**src/rtl/psmc_pkg.sv**
```systemverilog
// ----------------------------------------------------------------------------
// psmc_pkg
// Shared types and constants for the ps2 mouse cursor tracker.
// ----------------------------------------------------------------------------
`default_nettype none

package psmc_pkg;

    localparam int BYTE_W  = 8;
    localparam int COORD_W = 12;
    localparam int SIZE_W  = 13;
    localparam int CFG_IDX_W = 2;

    // register indexes of the configuration port
    localparam logic [CFG_IDX_W-1:0] REG_SCREEN_WIDTH  = 2'd0;
    localparam logic [CFG_IDX_W-1:0] REG_SCREEN_HEIGHT = 2'd1;

    localparam logic [SIZE_W-1:0]  SCREEN_WIDTH_RST  = 13'd1024;
    localparam logic [SIZE_W-1:0]  SCREEN_HEIGHT_RST = 13'd768;
    localparam logic [COORD_W-1:0] POS_X_RST = 12'd512;
    localparam logic [COORD_W-1:0] POS_Y_RST = 12'd384;

    localparam logic [BYTE_W-1:0] HDR_SYNC_MASK  = 8'h08;
    localparam logic [BYTE_W-1:0] HDR_LEFT_MASK  = 8'h01;
    localparam logic [BYTE_W-1:0] HDR_RIGHT_MASK = 8'h02;

    typedef struct packed {
        logic              last;
        logic              left_button;
        logic              right_button;
        logic [BYTE_W-1:0] dx;
        logic [BYTE_W-1:0] dy;
    } pkt_t;

endpackage

`default_nettype wire

```
**src/rtl/ps2_mouse_cursor_tracker.sv**
```systemverilog
// ----------------------------------------------------------------------------
// ps2_mouse_cursor_tracker
// Frames ps2 mouse bytes into packets and tracks a clamped cursor position.
// ----------------------------------------------------------------------------
//  channel   signals                           direction
//  input     in_valid, in_ready, rx_byte       byte from mouse
//  output    out_valid, out_ready, cursor_x,   one per packet
//            cursor_y, old_x, old_y,
//            left_button, right_button
//  config    cfg_we, cfg_index, cfg_data       write only
//
//  one byte per cycle unless a stalled result holds the third byte; a byte is
//  held in the input register, then the framer and the add/clamp logic load the result register on the third byte
//  reset: cursor at 512,384 on a 1024x768 screen, awaiting a header byte
//  a stalled result blocks only the third byte of the next packet
// ----------------------------------------------------------------------------
`default_nettype none

module ps2_mouse_cursor_tracker
    import psmc_pkg::*;
(
    input  wire logic                 clk,
    input  wire logic                 rst_n,
    input  wire logic                 in_valid,
    output logic                      in_ready,
    input  wire logic [BYTE_W-1:0]    rx_byte,
    output logic                      out_valid,
    input  wire logic                 out_ready,
    output logic [COORD_W-1:0]        cursor_x,
    output logic [COORD_W-1:0]        cursor_y,
    output logic [COORD_W-1:0]        old_x,
    output logic [COORD_W-1:0]        old_y,
    output logic                      left_button,
    output logic                      right_button,
    input  wire logic                 cfg_we,
    input  wire logic [CFG_IDX_W-1:0] cfg_index,
    input  wire logic [SIZE_W-1:0]    cfg_data
);

    logic               stage_valid_reg;
    logic               stage_valid_next;
    logic [BYTE_W-1:0]  stage_byte_reg;
    logic               out_valid_reg;
    logic               out_valid_next;
    logic [COORD_W-1:0] cursor_x_reg;
    logic [COORD_W-1:0] cursor_y_reg;
    logic [COORD_W-1:0] old_x_reg;
    logic [COORD_W-1:0] old_y_reg;
    logic               left_reg;
    logic               right_reg;
    logic               stage_go;
    logic               load_result;
    logic               in_fire;
    pkt_t               pkt;
    logic [COORD_W-1:0] new_x;
    logic [COORD_W-1:0] new_y;
    logic [COORD_W-1:0] prev_x;
    logic [COORD_W-1:0] prev_y;

    assign stage_go    = stage_valid_reg && (!pkt.last || !out_valid_reg || out_ready);
    assign load_result = stage_go && pkt.last;
    assign in_ready    = !stage_valid_reg || stage_go;
    assign in_fire     = in_valid && in_ready;

    assign stage_valid_next = in_fire ? 1'b1 : (stage_go ? 1'b0 : stage_valid_reg);
    assign out_valid_next   = load_result ? 1'b1 : (out_ready ? 1'b0 : out_valid_reg);

    psmc_framer u_framer (
        .clk     (clk),
        .rst_n   (rst_n),
        .step    (stage_go),
        .rx_data (stage_byte_reg),
        .pkt     (pkt)
    );

    psmc_cursor u_cursor (
        .clk       (clk),
        .rst_n     (rst_n),
        .cfg_we    (cfg_we),
        .cfg_index (cfg_index),
        .cfg_data  (cfg_data),
        .update    (load_result),
        .pkt       (pkt),
        .new_x     (new_x),
        .new_y     (new_y),
        .prev_x    (prev_x),
        .prev_y    (prev_y)
    );

    always_ff @(posedge clk or negedge rst_n)
    begin
        if (!rst_n)
        begin
            stage_valid_reg <= 1'b0;
            out_valid_reg   <= 1'b0;
        end
        else
        begin
            stage_valid_reg <= stage_valid_next;
            out_valid_reg   <= out_valid_next;
        end
    end

    always_ff @(posedge clk)
    begin
        if (in_fire)
            stage_byte_reg <= rx_byte;
        if (load_result)
        begin
            cursor_x_reg <= new_x;
            cursor_y_reg <= new_y;
            old_x_reg    <= prev_x;
            old_y_reg    <= prev_y;
            left_reg     <= pkt.left_button;
            right_reg    <= pkt.right_button;
        end
    end

    assign out_valid    = out_valid_reg;
    assign cursor_x     = cursor_x_reg;
    assign cursor_y     = cursor_y_reg;
    assign old_x        = old_x_reg;
    assign old_y        = old_y_reg;
    assign left_button  = left_reg;
    assign right_button = right_reg;

    a_no_overwrite: assert property (@(posedge clk) disable iff (!rst_n)
        (out_valid_reg && !out_ready) |-> !load_result)
        else $error("result register overwritten before transfer");

    a_stall_holds_byte: assert property (@(posedge clk) disable iff (!rst_n)
        (stage_valid_reg && !stage_go) |=> (stage_valid_reg && $stable(stage_byte_reg)))
        else $error("stalled byte lost from input register");

endmodule

`default_nettype wire

```
**src/rtl/psmc_framer.sv**
```systemverilog
// ----------------------------------------------------------------------------
// psmc_framer
// Frames the byte stream into 3-byte packets and drops unsynced headers.
// ----------------------------------------------------------------------------
`default_nettype none

module psmc_framer
    import psmc_pkg::*;
(
    input  wire logic              clk,
    input  wire logic              rst_n,
    input  wire logic              step,
    input  wire logic [BYTE_W-1:0] rx_data,
    output pkt_t                   pkt
);

    typedef enum logic [2:0] {
        PH_HEAD  = 3'b001,
        PH_XMOVE = 3'b010,
        PH_YMOVE = 3'b100
    } phase_t;

    phase_t            phase_reg;
    phase_t            phase_next;
    logic [BYTE_W-1:0] header_reg;
    logic [BYTE_W-1:0] header_next;
    logic [BYTE_W-1:0] xmove_reg;
    logic [BYTE_W-1:0] xmove_next;

    always_comb
    begin
        phase_next  = phase_reg;
        header_next = header_reg;
        xmove_next  = xmove_reg;
        if (step)
        begin
            case (phase_reg)
                PH_XMOVE:
                begin
                    xmove_next = rx_data;
                    phase_next = PH_YMOVE;
                end
                PH_YMOVE:
                begin
                    phase_next = PH_HEAD;
                end
                default:
                begin
                    if ((rx_data & HDR_SYNC_MASK) != '0)
                    begin
                        header_next = rx_data;
                        phase_next  = PH_XMOVE;
                    end
                    else
                    begin
                        phase_next = PH_HEAD;
                    end
                end
            endcase
        end
    end

    always_ff @(posedge clk or negedge rst_n)
    begin
        if (!rst_n)
        begin
            phase_reg  <= PH_HEAD;
            header_reg <= '0;
            xmove_reg  <= '0;
        end
        else
        begin
            phase_reg  <= phase_next;
            header_reg <= header_next;
            xmove_reg  <= xmove_next;
        end
    end

    assign pkt.last         = (phase_reg == PH_YMOVE);
    assign pkt.left_button  = (header_reg & HDR_LEFT_MASK) != '0;
    assign pkt.right_button = (header_reg & HDR_RIGHT_MASK) != '0;
    assign pkt.dx           = xmove_reg;
    assign pkt.dy           = rx_data;

    a_xmove_then_ymove: assert property (@(posedge clk) disable iff (!rst_n)
        (step && phase_reg == PH_XMOVE) |=> (phase_reg == PH_YMOVE))
        else $error("framer did not advance to the y move byte");

    a_packet_closes: assert property (@(posedge clk) disable iff (!rst_n)
        (step && phase_reg == PH_YMOVE) |=> (phase_reg == PH_HEAD))
        else $error("framer did not return to header after a packet");

endmodule

`default_nettype wire

```
**src/rtl/psmc_cursor.sv**
```systemverilog
// ----------------------------------------------------------------------------
// psmc_cursor
// Screen size registers and cursor position update with clamping.
// ----------------------------------------------------------------------------
`default_nettype none

module psmc_cursor
    import psmc_pkg::*;
(
    input  wire logic                 clk,
    input  wire logic                 rst_n,
    input  wire logic                 cfg_we,
    input  wire logic [CFG_IDX_W-1:0] cfg_index,
    input  wire logic [SIZE_W-1:0]    cfg_data,
    input  wire logic                 update,
    input  wire pkt_t                 pkt,
    output logic [COORD_W-1:0]        new_x,
    output logic [COORD_W-1:0]        new_y,
    output logic [COORD_W-1:0]        prev_x,
    output logic [COORD_W-1:0]        prev_y
);

    localparam int SUM_W = COORD_W + 2;
    localparam logic [SIZE_W-1:0] SIZE_MAX = SIZE_W'(1 << COORD_W);

    logic [SIZE_W-1:0]  width_reg;
    logic [SIZE_W-1:0]  height_reg;
    logic [COORD_W-1:0] pos_x_reg;
    logic [COORD_W-1:0] pos_x_next;
    logic [COORD_W-1:0] pos_y_reg;
    logic [COORD_W-1:0] pos_y_next;
    logic [SIZE_W-1:0]  lim_x;
    logic [SIZE_W-1:0]  lim_y;
    logic [SUM_W-1:0]   sum_x;
    logic [SUM_W-1:0]   sum_y;

    function automatic logic [SIZE_W-1:0] size_limit(input logic [SIZE_W-1:0] size);
        logic [SIZE_W-1:0] lim;
        if (size == '0)
            lim = SIZE_W'(1);
        else if (size > SIZE_MAX)
            lim = SIZE_MAX;
        else
            lim = size;
        return lim;
    endfunction

    function automatic logic [COORD_W-1:0] clamp_coord(input logic [SUM_W-1:0] v,
                                                       input logic [SIZE_W-1:0] lim);
        logic [SIZE_W-1:0]  top;
        logic [COORD_W-1:0] res;
        top = lim - SIZE_W'(1);
        if (v[SUM_W-1])
            res = '0;
        else if (v[SIZE_W-1:0] >= lim)
            res = top[COORD_W-1:0];
        else
            res = v[COORD_W-1:0];
        return res;
    endfunction

    assign lim_x = size_limit(width_reg);
    assign lim_y = size_limit(height_reg);

    // screen down is positive, so the y move is subtracted
    assign sum_x = {2'b00, pos_x_reg} + {{(SUM_W-BYTE_W){pkt.dx[BYTE_W-1]}}, pkt.dx};
    assign sum_y = {2'b00, pos_y_reg} - {{(SUM_W-BYTE_W){pkt.dy[BYTE_W-1]}}, pkt.dy};

    assign new_x  = clamp_coord(sum_x, lim_x);
    assign new_y  = clamp_coord(sum_y, lim_y);
    assign prev_x = pos_x_reg;
    assign prev_y = pos_y_reg;

    assign pos_x_next = update ? new_x : pos_x_reg;
    assign pos_y_next = update ? new_y : pos_y_reg;

    always_ff @(posedge clk or negedge rst_n)
    begin
        if (!rst_n)
        begin
            width_reg  <= SCREEN_WIDTH_RST;
            height_reg <= SCREEN_HEIGHT_RST;
            pos_x_reg  <= POS_X_RST;
            pos_y_reg  <= POS_Y_RST;
        end
        else
        begin
            if (cfg_we && cfg_index == REG_SCREEN_WIDTH)
                width_reg <= cfg_data;
            if (cfg_we && cfg_index == REG_SCREEN_HEIGHT)
                height_reg <= cfg_data;
            pos_x_reg <= pos_x_next;
            pos_y_reg <= pos_y_next;
        end
    end

    a_x_on_screen: assert property (@(posedge clk) disable iff (!rst_n)
        update |=> ({1'b0, pos_x_reg} < $past(lim_x)))
        else $error("cursor x left the screen");

    a_y_on_screen: assert property (@(posedge clk) disable iff (!rst_n)
        update |=> ({1'b0, pos_y_reg} < $past(lim_y)))
        else $error("cursor y left the screen");

endmodule

`default_nettype wire

```
**config.mk**
```make
export PLATFORM = sky130hd
export DESIGN_NAME = ps2_mouse_cursor_tracker
export DESIGN_NICKNAME = d
export VERILOG_FILES = /design/src/rtl/psmc_pkg.sv /design/src/rtl/ps2_mouse_cursor_tracker.sv /design/src/rtl/psmc_framer.sv /design/src/rtl/psmc_cursor.sv
export SDC_FILE = /design/constraint.sdc
export NUM_CORES = 1
export LEC_CHECK = 0
export BUFFER_PORTS_ARGS = -buffer_cell sky130_fd_sc_hd__buf_2
export CAP_MARGIN = 15
export CORE_UTILIZATION = 45
export CTS_CLUSTER_DIAMETER = 40
export CTS_CLUSTER_SIZE = 12
export DETAILED_ROUTE_END_ITERATION = 6
export HOLD_SLACK_MARGIN = 0.05
export PLACE_DENSITY = 0.61
export REMOVE_ABC_BUFFERS = 1
export SKIP_LAST_GASP = 1
export SLEW_MARGIN = 20
export SYNTH_ARGS = -nofsm -noshare
export SYNTH_HDL_FRONTEND = slang
export SYNTH_SLANG_ARGS = --single-unit
```
**constraint.sdc**
```tcl
create_clock -name clk -period 4.7 [get_ports clk]
set_input_delay 0.47 -clock clk [delete_from_list [all_inputs] [get_ports clk]]
set_output_delay 0.47 -clock clk [all_outputs]
set_load 0.02 [all_outputs]
```
Word level (Yosys, flattened, before mapping). Index checks and enable logic that the tools add are counted.

RAM bits: 0. Bits in registers: 123. Output and inout port bits: 52. Bits of input ports: 28. Bits in latches: 0. Memories kept: 0. Bits in read-only memories: 0.

$add $sub $neg: 4. Muxes and demuxes: 14. Bitwise gates (word level): 1. Magnitude comparators: 4. Reductions and logical operators: 19. Shifts and indexed selects: 0. $mul: 0. Div/mod/pow operators: 0. Equal/unequal tests: 3.

Operator list (count): 13-bit 2-to-1 mux (4); 12-bit 2-to-1 mux (4); 13-bit >= comparator (2); 13-bit greater-than comparator (second input constant) (2); 13-bit zero test (2); 12-bit by 1-bit subtractor with 12-bit output (second input constant) (2); 13-bit by 8-bit adder with 14-bit output (1); 13-bit by 8-bit subtractor with 14-bit output (1); 3-bit one-hot mux with 2 select lines (1); 1-bit logical AND (5); 1-bit 2-to-1 mux (4); 2-bit nonzero test (2); 3-bit by 2-bit == test with 1-bit output (second input constant) (1); 3-bit == test (second input constant) (1); 1-bit zero test (3); 1-bit logical OR (3); 3-bit AND reduction (1); 2-bit by 1-bit == test with 1-bit output (second input constant) (1); 2-bit zero test (1); 2-bit 2-to-1 mux (1); 2-bit AND reduction (1); 2-bit OR reduction (1); 1-bit inverter (1).

Depth between registers and ports, before layout. Gate-level depths: netlist (run 1).

Depth after elaboration: 8. Gate-level depth with buffers: 19. Gate-level depth less buffers: 18.

Cells and area by module. Synthesis (run 1) repeated with hierarchy kept, for this count alone.

Cells, all modules: 633. Area, all modules: 7163.1 sq um.

Modules (own cells, without submodules): psmc_cursor (sequential area each 1258.7 sq um, instances 1, cells each 519, area an instance 4657.0 sq um); ps2_mouse_cursor_tracker (sequential area each 1791.7 sq um, instances 1, cells each 68, area an instance 1849.3 sq um); psmc_framer (sequential area each 326.6 sq um, instances 1, cells each 46, area an instance 656.9 sq um).

Least setup slack after synthesis (run 1). No wires, ideal clock.

Kind: flip-flop to flip-flop. Start: reg u_cursor.pos_y_reg[0], in the netlist u_cursor.prev_y[0]. End: reg cursor_y_reg[11], in the netlist cursor_y[11] (data pin). Period minus slack after synthesis: 3.615 ns. Cell stages (with the launch flop): 19. Setup slack: 1.085 ns. Arrival time: 3.355 ns. Path through: dfrtp_1 inv_1 ha_1 inv_1 fa_1 a211oi_1 o211ai_1 a31o_1 a21o_1 xor2_1 ha_1 a21o_1 a21oi_1 nand3_1 o21ai_0 nor2_1 buf_4 mux2i_1 nor2_1.

Word-level cells in the longest chain between the ends: 4.

Ends and longest elaborated chain: start, declared (line psmc_cursor.sv:30) `logic [COORD_W-1:0] pos_y_reg;`; start signal, assigned (line psmc_cursor.sv:93) `pos_y_reg <= pos_y_next;`; 13-bit by 8-bit subtractor with 14-bit output * (line psmc_cursor.sv:67) `assign sum_y = {2'b00, pos_y_reg} - {{(SUM_W-BYTE_W){pkt.dy[BYTE_W-1]}}, pkt.dy};`; 13-bit >= comparator (line psmc_cursor.sv:55) `else if (v[SIZE_W-1:0] >= lim)`; 12-bit 2-to-1 mux (line psmc_cursor.sv:55); 12-bit 2-to-1 mux * (line psmc_cursor.sv:53) `if (v[SUM_W-1])`; net new_y[11] (line ps2_mouse_cursor_tracker.sv:56) `logic [COORD_W-1:0] new_y;`; end signal, assigned (line ps2_mouse_cursor_tracker.sv:111) `cursor_y_reg <= new_y;`; end, declared (line ps2_mouse_cursor_tracker.sv:46) `logic [COORD_W-1:0] cursor_y_reg;`.

Mark *: on every way through the listed nets, which the timed path passes. The rest lies on a longest branch. A chain may end at the register's enable or synchronous reset.

Final worst setup path (run 1).
Start: reg stage_byte_reg[0]. End: reg cursor_y_reg[6], in the netlist cursor_y[6] (data pin).

Word-level cells in the longest chain between the ends: 4.

Ends and longest elaborated chain: start, declared (line ps2_mouse_cursor_tracker.sv:42) `logic [BYTE_W-1:0] stage_byte_reg;`; start signal, assigned (line ps2_mouse_cursor_tracker.sv:107) `stage_byte_reg <= rx_byte;`; 13-bit by 8-bit subtractor with 14-bit output * (line psmc_cursor.sv:67); 13-bit >= comparator (line psmc_cursor.sv:55); 12-bit 2-to-1 mux (line psmc_cursor.sv:55); 12-bit 2-to-1 mux * (line psmc_cursor.sv:53); net new_y[6] (line ps2_mouse_cursor_tracker.sv:56).

Marks and branches as above.

==> results_dict.tcl, run 1 <==
set metrics [dict create \
    status "finished, final reports clean" \
    ys_seq_area_share_pct 48.33 \
    skew_ps 8.632 \
    required_ps 4850 \
    start_kind "flip-flop" \
    die_h_microns 126.6 \
    ir_worst_vdd_mv 0.3676 \
    first_global_vias 5030 \
    syn_to_final_growth_pct 18.55 \
    yosysMostFrequentCell "nand2_1" \
    netlist_area_sq_um 6987 \
    hp-class "in2reg" \
    critical_path_class "reg2reg" \
    p_leak_nw 3.617 \
    drive_above_1_share_pct 25.83 \
    grt_setup_unrepaired "false" \
    grt_util_all_layers_pct 22.33 \
    initialDrtViolationCount 349 \
    finalWeightedCongestion 0.8691 \
    syn-instance-count 618 \
    gr-total-overflow 0 \
    setup_viol 0 \
    slew_headroom_pct 36.92 \
    cts_tree "done" \
    min_to "stage_byte_reg[2]" \
    grt_pass1_wl_microns 26870 \
    reg2reg_slack_ps 410 \
    grt_max_degree 66 \
    placementRows 45 \
    drv_cap 0 \
    worstMarginPinSlew_ps 942.7 \
    ant_nets 0 \
    wl_per_cell_microns 18.30 \
    synth.distinct_cells 79 \
    synth_top_cell_by_area "edfxtp_1" \
    drv_slew 0 \
    n_antenna_cell 0 \
    synth_flop_cell "edfxtp_1" \
    place_area_sq_um 7595 \
    synth-edff-count 58 \
    num_io_pins 80 \
    yosys_warnings 0 \
    place.port_buffers 79 \
    die_area_sq_um 16030 \
    min_path_cells 1 \
    dp_hpwl_microns 12100 \
    ys_top_cells_by_count "nand2_1, dfrtp_1, edfxtp_1" \
    powerDensity_nw_per_um2 740.1 \
    hold_viol 0 \
    wl_microns 16610 \
    fin_nets 791 \
    h-tree-depth 4 \
    post-route-period-util_pct 91.25 \
    initial_utilization_pct 45.96 \
    syn_avg_cell_area_sq_um 11.31 \
    r2r_end "cursor_y[6]" \
    numCtsBuffers 17 \
    insertion_delay_ps 420 \
    coreArea_sq_um 15200 \
    drc_errors 0 \
    root_buffer "clkbuf_16" \
    fin_setup_tns_ps 0 \
    hp-start "rx_byte[2]" \
    clkTransAtPathRegs_ps 50 \
    synth.top_cell.area_share_pct 24.93 \
    die_x_microns 126.6 \
    r2r_start "stage_byte_reg[0]" \
    cts.path.max_buffers 2 \
    synth_seq_cells 123 \
    via_count 5141 \
    synth.area.top_cells "edfxtp_1, dfrtp_1, ha_1" \
    ctsResizeCount 0 \
    fin_area_sq_um 8283 \
    avgViaCountPerCell 5.662 \
    crit_fanout 10 \
    clock-sinks 123 \
    antenna_found_initial 0 \
    first_pass_iters 5 \
    critPathCaptureType "flip-flop" \
    fmax_mhz 233.2 \
    fin_crit_ps 4289 \
    synthArstFlopShare_pct 52.85 \
    nFillCells 1363 \
    reg2regPathDepth 17 \
    worstPathArrival_ps 4440 \
]
how the worst max path moves through the flow:
stage	slack, ps	startpoint	end	cells past startpoint
finish	410	stage_byte_reg[0]	cursor_y[6]	17
global route	130	stage_byte_reg[0]	cursor_y[6]	17
CTS	350	stage_byte_reg[0]	cursor_y[6]	17
detailed placement	400	stage_byte_reg[0]	cursor_y[6]	17
global placement	450	stage_byte_reg[0]	cursor_y[6]	17
floorplan	730	u_cursor.prev_y[0]	cursor_y[11]	17
metal layers:
metal,global-route usage [%],part of all wire [%]
met5,0,0
met4,8.717,1.8
met3,5.314,5.3
met2,32.37,43
met1,32.20,50
kinds of logic (layout without fill, tap and decap cells):
kind of cell    after synthesis  after routing  share of synthesized area, %
compound gates              126            126                         13.32
mux                          54             54                         8.381
buf+inv                      41            143                         2.328
xor+xnor                     29             29                         3.850
simple gates                189            189                         13.54
flops                       123            123                         48.33
fa+ha+maj                    56             56                         10.24
what timing repair did:
item                                    in CTS  in global routing
hold buffers                                 0                  0
setup buffers                                0                  1
endpoints found under the setup margin       0                  1
metrics by stage:
stage	hold WS (ps)	setup slack (ps)	std cells	power [mW]	util (%)
2_1_floorplan	174.4	727.1	603	3.882	-
3_3_place_gp	446.5	452.7	875	4.530	49.96
3_5_place_dp	433.7	402.8	875	4.629	49.96
4_1_cts	205.9	348.0	907	6.139	54.32
5_1_grt	205.1	129.2	908	6.589	54.49
6_report	220.0	411.1	908	6.131	54.49
placed cells by master, fill, tap and decap left out, drive strengths merged, types with 18 or more instances in the layout:
cell type  count
buf           85
nand2         63
edfxtp        58
dfrtp         58
nor2          56
ha            54
mux2          36
inv           25
o21ai         22
a21oi         19
nor3          19
mux2i         18
clkbuf        18
where the power goes:
part	switching [mW]	internal, mW
sequential	0.216	1.45
clock	0.479	1.00
combinational	1.75	1.24
total	2.44	3.69
critical path, stage by stage, from the launching register on:
cell      delay (ps)
edfxtp_1         460
ha_1             220
inv_1             60
fa_1             450
a211oi_1         350
o211ai_1         190
a31o_1           270
a21o_1           210
xor2_1           220
ha_1             290
a21o_1           160
a21oi_1          200
nand3_1           90
o21ai_0          150
nor2_1           150
buf_4            220
mux2i_1          270
nor2_1            70
cell type report:
class                           instances  area (sq um)  area share, %
Multi-Input combinational cell        454          3470          41.89
Sequential cell                       123          3377          40.77
Timing Repair Buffer                   85         440.4          5.317
Clock buffer                           18         439.2          5.302
Tap cell                              188         235.2          2.840
Clock inverter                         14         224.0          2.704
Inverter                               26         97.59          1.178
No activity file was read; power rests on OpenSTA's default activity.
==> run 2, diff against run 1 <==
--- a/config.mk
+++ b/config.mk
@@ -12,7 +12,7 @@
 export CTS_CLUSTER_SIZE = 12
 export DETAILED_ROUTE_END_ITERATION = 6
 export HOLD_SLACK_MARGIN = 0.05
-export PLACE_DENSITY = 0.61
+export PLACE_DENSITY = 0.6
 export REMOVE_ABC_BUFFERS = 1
 export SKIP_LAST_GASP = 1
 export SLEW_MARGIN = 20
==> run 2 against run 1 <==
Cell count down 0.11%. Sequential power about the same. Power down 0.95%. Sequential share of layout area up 0.26 points. Worst hold slack better by 5.7 ps. Maximum frequency down 0.26%. Core utilization down 0.35 points. Die area unchanged. Flip-flop and latch count unchanged.
==> results_dict.tcl, run 2 (synthesis results as in run 1) <==
set metrics [dict create \
    worstPathBufferInverterCount 2 \
    n_antenna_cell 0 \
    wl_per_cell_microns 18.24 \
    clkTransAtPathRegs_ps 60 \
    crit_fanout 12 \
    drv_slew 0 \
    wl_microns 16550 \
    via_count 5126 \
    status "finished, final reports clean" \
    gr-total-overflow 0 \
    worstMarginPinSlew_ps 1062 \
    antenna_found_initial 0 \
    dp_hpwl_microns 12180 \
    powerDensity_nw_per_um2 737.8 \
    hp-class "in2reg" \
    place.port_buffers 79 \
    cts_tree "done" \
    grt_setup_unrepaired "false" \
    grt_max_degree 66 \
    syn_to_final_growth_pct 17.80 \
    finalWeightedCongestion 0.8691 \
    critPathSlowestCell "edfxtp_1" \
    cts_setup_buffers 0 \
    ir_worst_vdd_mv 0.3175 \
    die_x_microns 126.6 \
    clock-sinks 123 \
    nFillCells 1337 \
    h-tree-depth 4 \
    timing.hold.ws_ps 225.7 \
    layout_common_cells "buf_2, nand2_1, edfxtp_1, dfrtp_1, nor2_1" \
    critical_path_class "reg2reg" \
    drc_errors 0 \
    place_inst 875 \
    drive_above_1_share_pct 25.59 \
    ctsResizeCount 0 \
    first_global_vias 5159 \
    numCtsBuffers 17 \
    fin_nets 790 \
    start_kind "flip-flop" \
    num_io_pins 80 \
    total_power_mw 6.072 \
    cts.path.max_buffers 2 \
    grt_util_all_layers_pct 22.19 \
    final_core_util_pct 54.14 \
    final_common_cell "buf_2" \
    coreArea_sq_um 15200 \
    critPathCaptureType "flip-flop" \
    avgViaCountPerCell 5.652 \
    setup_viol 0 \
    ant_nets 0 \
    fin_setup_tns_ps 0 \
    initialDrtViolationCount 359 \
    required_ps 4850 \
    drv_cap 0 \
    insertion_delay_ps 420 \
    grt_pass1_wl_microns 26900 \
    placementRows 45 \
    skew_ps 5.108 \
    initial_utilization_pct 45.96 \
    first_pass_iters 4 \
    post-route-period-util_pct 91.49 \
    fmax_mhz 232.5 \
    fin_crit_ps 4300 \
    slew_headroom_pct 28.87 \
    hold_buffers 0 \
    stdcell_count 907 \
    p_leak_nw 3.592 \
    root_buffer "clkbuf_16" \
    die_area_sq_um 16030 \
    worst_path_dominant_cell_family "compound AO/OA/AOI/OAI gates" \
    critical-path-max-stage-delay_ps 490 \
    hold_viol 0 \
    worstPathCellList "ha_1, inv_1, fa_1, a211oi_1, o211ai_1, a31o_1, a21o_1, xor2_1, ha_1, a21o_1, a21oi_1, nand3_1, o21ai_0, nor2_1, buf_4, mux2i_1, nor2_1" \
    worstPathArrival_ps 4450 \
    die_h_microns 126.6 \
]
[run 2: cell types whose count changed in the layout (fill, tap and decap cells not counted), sizes merged]
cell | before | now
inv | 25 | 28
buf | 85 | 84
clkinv | 8 | 3
clkbuf | 18 | 24
bufinv | 6 | 2
[run 2: through the flow]
stage                     setup slack [ps]  cell area, sq um
after floorplan                      727.1              6922
after global placement               399.7              7595
after detailed placement             411.3              7595
after CTS                            357.6              8219
after global routing                 54.36              8230
final                                399.8              8230
[run 2: final cells by class]
cell class              instances  area [sq um]  share of cell area [%]
multi-input cells             454          3463                   42.08
flip-flops and latches        123          3377                   41.03
clock buffers                  24         525.5                   6.385
repair buffers                 84         432.9                   5.260
well taps                     188         235.2                   2.858
clock inverters                 8         98.84                   1.201
inverters                      26         97.59                   1.186
[run 2: worst paths after layout]
check | depth (start not counted) | to | slack (ps) | startpoint
max in group asynchronous | 2 | u_cursor.height_reg[7] | 3860 | rst_n
hold / removal | 1 | stage_byte_reg[0] | 230 | rx_byte[0]
min in group asynchronous | 2 | u_cursor.prev_x[2] | 260 | rst_n
setup reg to reg | 17 | cursor_y[8] | 400 | stage_byte_reg[0]
hold reg to reg | 0 | right_button | 450 | u_framer.header_reg[1]
setup / recovery | 17 | cursor_y[8] | 400 | stage_byte_reg[0]
[run 2: worst reg2reg max path: cells and delay by family (launching register included)]
kind | cells | cell delay (ps)
AOI/OAI and AO/OA | 7 | 1460
muxes | 1 | 340
adders and majority gates | 3 | 960
buffers and inverters | 2 | 290
and+or+nand+nor | 3 | 250
DFF | 1 | 490
xor gates and xnor gates | 1 | 240
[run 2: per-layer routing]
metal	vias up	global-route usage, %	share of wire, %
met5	-	0	0
met4	0	9.142	1.8
met3	31	4.302	4.2
met2	132	32.11	44
met1	2508	32.51	50
li1	2455	-	-
[run 2: where the power goes]
part | leakage [nW] | switching (mW) | internal, mW
Sequential | 1.33 | 0.216 | 1.45
Clock | 0.307 | 0.488 | 0.890
Combinational | 1.95 | 1.79 | 1.24
Total | 3.59 | 2.50 | 3.57
